### config.mk
export PLATFORM = sky130hd
export DESIGN_NAME = vtp_queue
export DESIGN_NICKNAME = d
export VERILOG_FILES = /design/src/sv/vertex_transform_project_macros.svh /design/src/sv/vtp_pkg.sv /design/src/sv/vtp_queue.sv
export SDC_FILE = /design/constraint.sdc
export NUM_CORES = 1
export LEC_CHECK = 0
export BUFFER_PORTS_ARGS = -buffer_cell sky130_fd_sc_hd__buf_2
export CORE_UTILIZATION = 59
export DETAILED_ROUTE_END_ITERATION = 10
export PLACE_DENSITY = 0.86
export SYNTH_ARGS = -nofsm -noshare
export SYNTH_HDL_FRONTEND = slang
export SYNTH_SLANG_ARGS = --single-unit
### constraint.sdc
create_clock -name i_clk -period 11.81 [get_ports i_clk]
set_input_delay 1.181 -clock i_clk [delete_from_list [all_inputs] [get_ports i_clk]]
set_output_delay 1.181 -clock i_clk [all_outputs]
set_load 0.05 [all_outputs]
### src/sv/vertex_transform_project_macros.svh
// assertion macros shared by the vertex transform design
`ifndef VERTEX_TRANSFORM_PROJECT_MACROS_SVH
`define VERTEX_TRANSFORM_PROJECT_MACROS_SVH

// same-cycle implication, disabled in reset
`define VTP_ASSERT_IMP(lbl, ante, cons, msg) \
    lbl: assert property (@(posedge i_clk) disable iff (!i_rst_n) (ante) |-> (cons)) \
        else $error(msg);

// implication after a fixed number of cycles, disabled in reset
`define VTP_ASSERT_DLY(lbl, ante, n, cons, msg) \
    lbl: assert property (@(posedge i_clk) disable iff (!i_rst_n) (ante) |-> ##n (cons)) \
        else $error(msg);

`endif

### src/sv/vtp_pkg.sv
// shared types, constants and helpers of the vertex transform design
package vtp_pkg;

    localparam int DATA_W        = 32;
    localparam int REG_W         = 64;
    localparam int NUM_REGS      = 8;
    localparam int IDX_W         = 3;
    localparam int FRAC_BITS_DEF = 16;
    localparam int EPS_SCALE     = 10000;
    localparam int QUEUE_DEPTH   = 2;
    localparam int LANES         = 3;

    localparam logic [IDX_W-1:0] IDX_C0_R01 = 3'd0;
    localparam logic [IDX_W-1:0] IDX_C0_R23 = 3'd1;
    localparam logic [IDX_W-1:0] IDX_C1_R01 = 3'd2;
    localparam logic [IDX_W-1:0] IDX_C1_R23 = 3'd3;
    localparam logic [IDX_W-1:0] IDX_C2_R01 = 3'd4;
    localparam logic [IDX_W-1:0] IDX_C2_R23 = 3'd5;
    localparam logic [IDX_W-1:0] IDX_C3_R01 = 3'd6;
    localparam logic [IDX_W-1:0] IDX_C3_R23 = 3'd7;

    localparam logic [DATA_W-1:0] DATA_MAX = {1'b0, {(DATA_W-1){1'b1}}};
    localparam logic [DATA_W-1:0] DATA_MIN = {1'b1, {(DATA_W-1){1'b0}}};

    typedef struct packed {
        logic [DATA_W-1:0] t_x;
        logic [DATA_W-1:0] t_y;
        logic [DATA_W-1:0] t_z;
        logic [DATA_W-1:0] t_w;
        logic              div_en;
    } t_xform;

    // saturate a row sum of four 32-bit terms
    function automatic logic [DATA_W-1:0] sat_sum(input logic [DATA_W+1:0] v);
        logic [DATA_W-1:0] res;
        if (v[DATA_W+1:DATA_W-1] == 3'b000 || v[DATA_W+1:DATA_W-1] == 3'b111) begin
            res = v[DATA_W-1:0];
        end else if (v[DATA_W+1]) begin
            res = DATA_MIN;
        end else begin
            res = DATA_MAX;
        end
        return res;
    endfunction

    // magnitude of a signed value, full range
    function automatic logic [DATA_W-1:0] mag(input logic [DATA_W-1:0] v);
        return v[DATA_W-1] ? (~v + DATA_W'(1)) : v;
    endfunction

endpackage

### src/sv/vtp_queue.sv
// short queue between the front and the divider back end
module vtp_queue
    import vtp_pkg::*;
(
    input  logic   i_clk,
    input  logic   i_rst_n,
    input  logic   i_push,
    input  t_xform i_item,
    output logic   o_full,
    output logic   o_valid,
    output t_xform o_item
);

    localparam int PTR_W = (QUEUE_DEPTH > 1) ? $clog2(QUEUE_DEPTH) : 1;
    localparam int CNT_W = $clog2(QUEUE_DEPTH + 1);

    t_xform           mem [QUEUE_DEPTH];
    logic [PTR_W-1:0] r_wr, r_rd;
    logic [CNT_W-1:0] r_cnt;
    logic             wr_ok, rd_ok;

    assign o_full = (r_cnt == CNT_W'(QUEUE_DEPTH));
    assign wr_ok  = i_push && !o_full;
    assign rd_ok  = (r_cnt != '0);

    always_ff @(posedge i_clk) begin
        if (wr_ok) begin
            mem[r_wr] <= i_item;
        end
        if (rd_ok) begin
            o_item <= mem[r_rd];
        end
    end

    always_ff @(posedge i_clk) begin
        if (!i_rst_n) begin
            r_wr    <= '0;
            r_rd    <= '0;
            r_cnt   <= '0;
            o_valid <= 1'b0;
        end else begin
            o_valid <= rd_ok;
            if (wr_ok) begin
                r_wr <= (r_wr == PTR_W'(QUEUE_DEPTH - 1)) ? '0 : r_wr + PTR_W'(1);
            end
            if (rd_ok) begin
                r_rd <= (r_rd == PTR_W'(QUEUE_DEPTH - 1)) ? '0 : r_rd + PTR_W'(1);
            end
            r_cnt <= r_cnt + CNT_W'(wr_ok) - CNT_W'(rd_ok);
        end
    end

endmodule

==> results_dict.tcl <==
set metrics [dict create \
    finalHoldViolCount 0 \
    cts_root_buf "clkbuf_16" \
    finalWeightedCongestion 0.766 \
    synth.area.top_cells "edfxtp_1 (85%), mux2_4 (9.6%), mux2_2 (3.4%)" \
    fin_crit_sh_pct 24.9 \
    h-tree-depth 2 \
    grt_max_degree 87 \
    cpMostUsedCell "buf_4" \
    antenna_left 0 \
    die_w_microns 155 \
    ys_types 15 \
    cts_buffers 38 \
    avgViaCountPerCell 5.16 \
    finalWirelength_mm 22.1 \
    num_vias 6011 \
    area_growth_pct 20.3 \
    hold_buffers 0 \
    period_minus_slack_ps 2940 \
    cp_top_family "buffers and inverters" \
    dp.cells 1090 \
    fin_nets 977 \
    tns_ps 0 \
    cts.sinks 392 \
    slowest_delay_ps 830 \
    crit_arrival_ps 3070 \
    dieArea_sq_mm 0.0239 \
    p_total_w 0.00302 \
    cp_max_fo 68 \
    ys_ff_latch 392 \
    min_path_type "reg -> reg" \
    worst_slew_pin_slew_ps 1210 \
    wl_per_cell_microns 19.0 \
    cellPowerDensity_mw_per_mm2 183 \
    syn_area_sq_mm 0.0137 \
    cts_tree "yes" \
    ys_seq_area_share_pct 85.3 \
    grt_pass1_vias 6027 \
    global_route.usage.total_pct 18.5 \
    post-route-drc-count 0 \
    clk_latency_ps 500 \
    antenna_found_initial 7 \
    nFillCells 1333 \
    required_ps 11940 \
    coreArea_sq_mm 0.0227 \
    power.leakage_nw 6.17 \
    setup_viol_count_final 0 \
    drv_cap 0 \
    grt_first_pass_wirelength_mm 32.8 \
    ir_worst_vdd_v 0.000176 \
    syn-num-nets 685 \
    drtPass1Iterations 4 \
    yosysWarnings 0 \
    outcome "finished, final reports clean" \
    drtIter0Drc 272 \
    crit_buf_inv 3 \
    clk_pin_slew_ps 60 \
    slew_viol_final 0 \
    fin_hold_ws_ps 512 \
    crit_path_end_kind "flop" \
    dp_hpwl_mm 13.5 \
    fp.dieH_microns 155 \
    gr-total-overflow 0 \
    skew_ps 9.31 \
    start_util_pct 60.5 \
    rows 55 \
    startpoint_type "input port" \
    relSlewSlack_pct 19.6 \
    dpl_cell_area_sq_mm 0.0153 \
    cts_resized 0 \
    synth_top_area_share_pct 84.6 \
    syn_inst 553 \
    port_buffers 262 \
    synth_area_per_cell_sq_um 24.8 \
    cts_setup_buffers 0 \
    crit_type "in -> reg" \
    instances_no_fill 1166 \
    path_cells "buf_2, nand2_1, nor2_4, buf_4, buf_4" \
    synth_area_leader_cell "edfxtp_1" \
    boundaryPins 263 \
    final_area_sq_mm 0.0165 \
    rsz0062_at_grt "false" \
    critPathSlowestCell "buf_4" \
    max_freq_mhz 340 \
    cts_buffer_depth 3 \
    r2r_setup_slack_ps 9010 \
    drive_above_1_share_pct 52.0 \
]
==> final cells by class <==
cell class | instances | area (sq um) | share of cell area [%]
multi-input combinational | 144 | 1880 | 11.4
tap | 285 | 357 | 2.16
timing repair buffer | 267 | 1350 | 8.16
clock inverter | 22 | 130 | 0.788
sequential | 392 | 11700 | 71.0
antenna | 6 | 15.0 | 0.0909
clock buffer | 48 | 1050 | 6.37
inverter | 2 | 7.51 | 0.0454
==> logic make-up (layout without fill, tap and decap cells) <==
| kind of cell | Yosys count | after routing | synth area share (%) |
|---|---|---|---|
| other | 0 | 6 | 0 |
| flip-flops | 392 | 392 | 85.3 |
| AND/OR/NAND/NOR | 14 | 14 | 0.556 |
| multiplexers | 130 | 130 | 13.1 |
| buffers and inverters | 17 | 339 | 1.06 |
==> registers in the layout (all words and copies together), names as in the netlist <==
signal   cells
o_item     129
o_valid      1
r_cnt        2
mem        258
r_wr         1
r_rd         1
==> per-stage QoR <==
step	util [%]	worst slack, ps
2_1_floorplan	-	4580
3_3_place_gp	67.5	8380
3_5_place_dp	67.5	8350
4_1_cts	72.7	8880
5_1_grt	72.7	8730
6_report	72.7	8870
==> path summary, 6_finish.rpt <==
path	from	end	cells past startpoint
min	r_cnt[1]	r_cnt[1]	1
max	i_push	mem[0][125]	5
max reg2reg	r_rd	o_item[126]	2
min reg2reg	r_cnt[1]	r_cnt[1]	1
==> cells in the mapped netlist <==
library cell / n
nor3_2: 1
nand2b_1: 2
buf_2: 5
and3_1: 2
and2_1: 2
mux2i_1: 1
dfxtp_1: 5
mux2_2: 41
nor2_1: 4
mux2_4: 88
inv_1: 2
buf_6: 10
or2_2: 1
edfxtp_1: 387
nand2_1: 2
==> layer usage <==
| metal | part of all wire (%) | vias up | global-route usage, % |
|---|---|---|---|
| met3 | 7.1 | 48 | 5.49 |
| met4 | 2.7 | 4 | 7.26 |
| met5 | 0.081 | - | 0 |
| li1 | - | 2810 | - |
| met2 | 52 | 197 | 31.9 |
| met1 | 38 | 2952 | 22.1 |
==> cell usage in the layout (no fill, tap or decap), types with 2 or more instances in the layout <==
cell / Yosys / layout
edfxtp_1: 387 / 387
buf_2: 5 / 262
mux2_4: 88 / 88
mux2_2: 41 / 41
clkbuf_16: 0 / 41
clkinv_2: 0 / 10
clkinv_1: 0 / 9
clkbuf_1: 0 / 7
diode_2: 0 / 6
buf_4: 0 / 5
dfxtp_1: 5 / 4
nor2_1: 4 / 3
nand2b_1: 2 / 2
inv_1: 2 / 2
nand2_1: 2 / 2
and2_1: 2 / 2
==> power by group <==
group	switching, W	leakage [nW]	internal (W)
clock	0.000471	0.585	0.000654
sequential	0.0000258	3.67	0.00162
combinational	0.000154	1.91	0.0000883
total	0.000651	6.17	0.00237
Note: power is estimated with default switching activity, not from simulation.
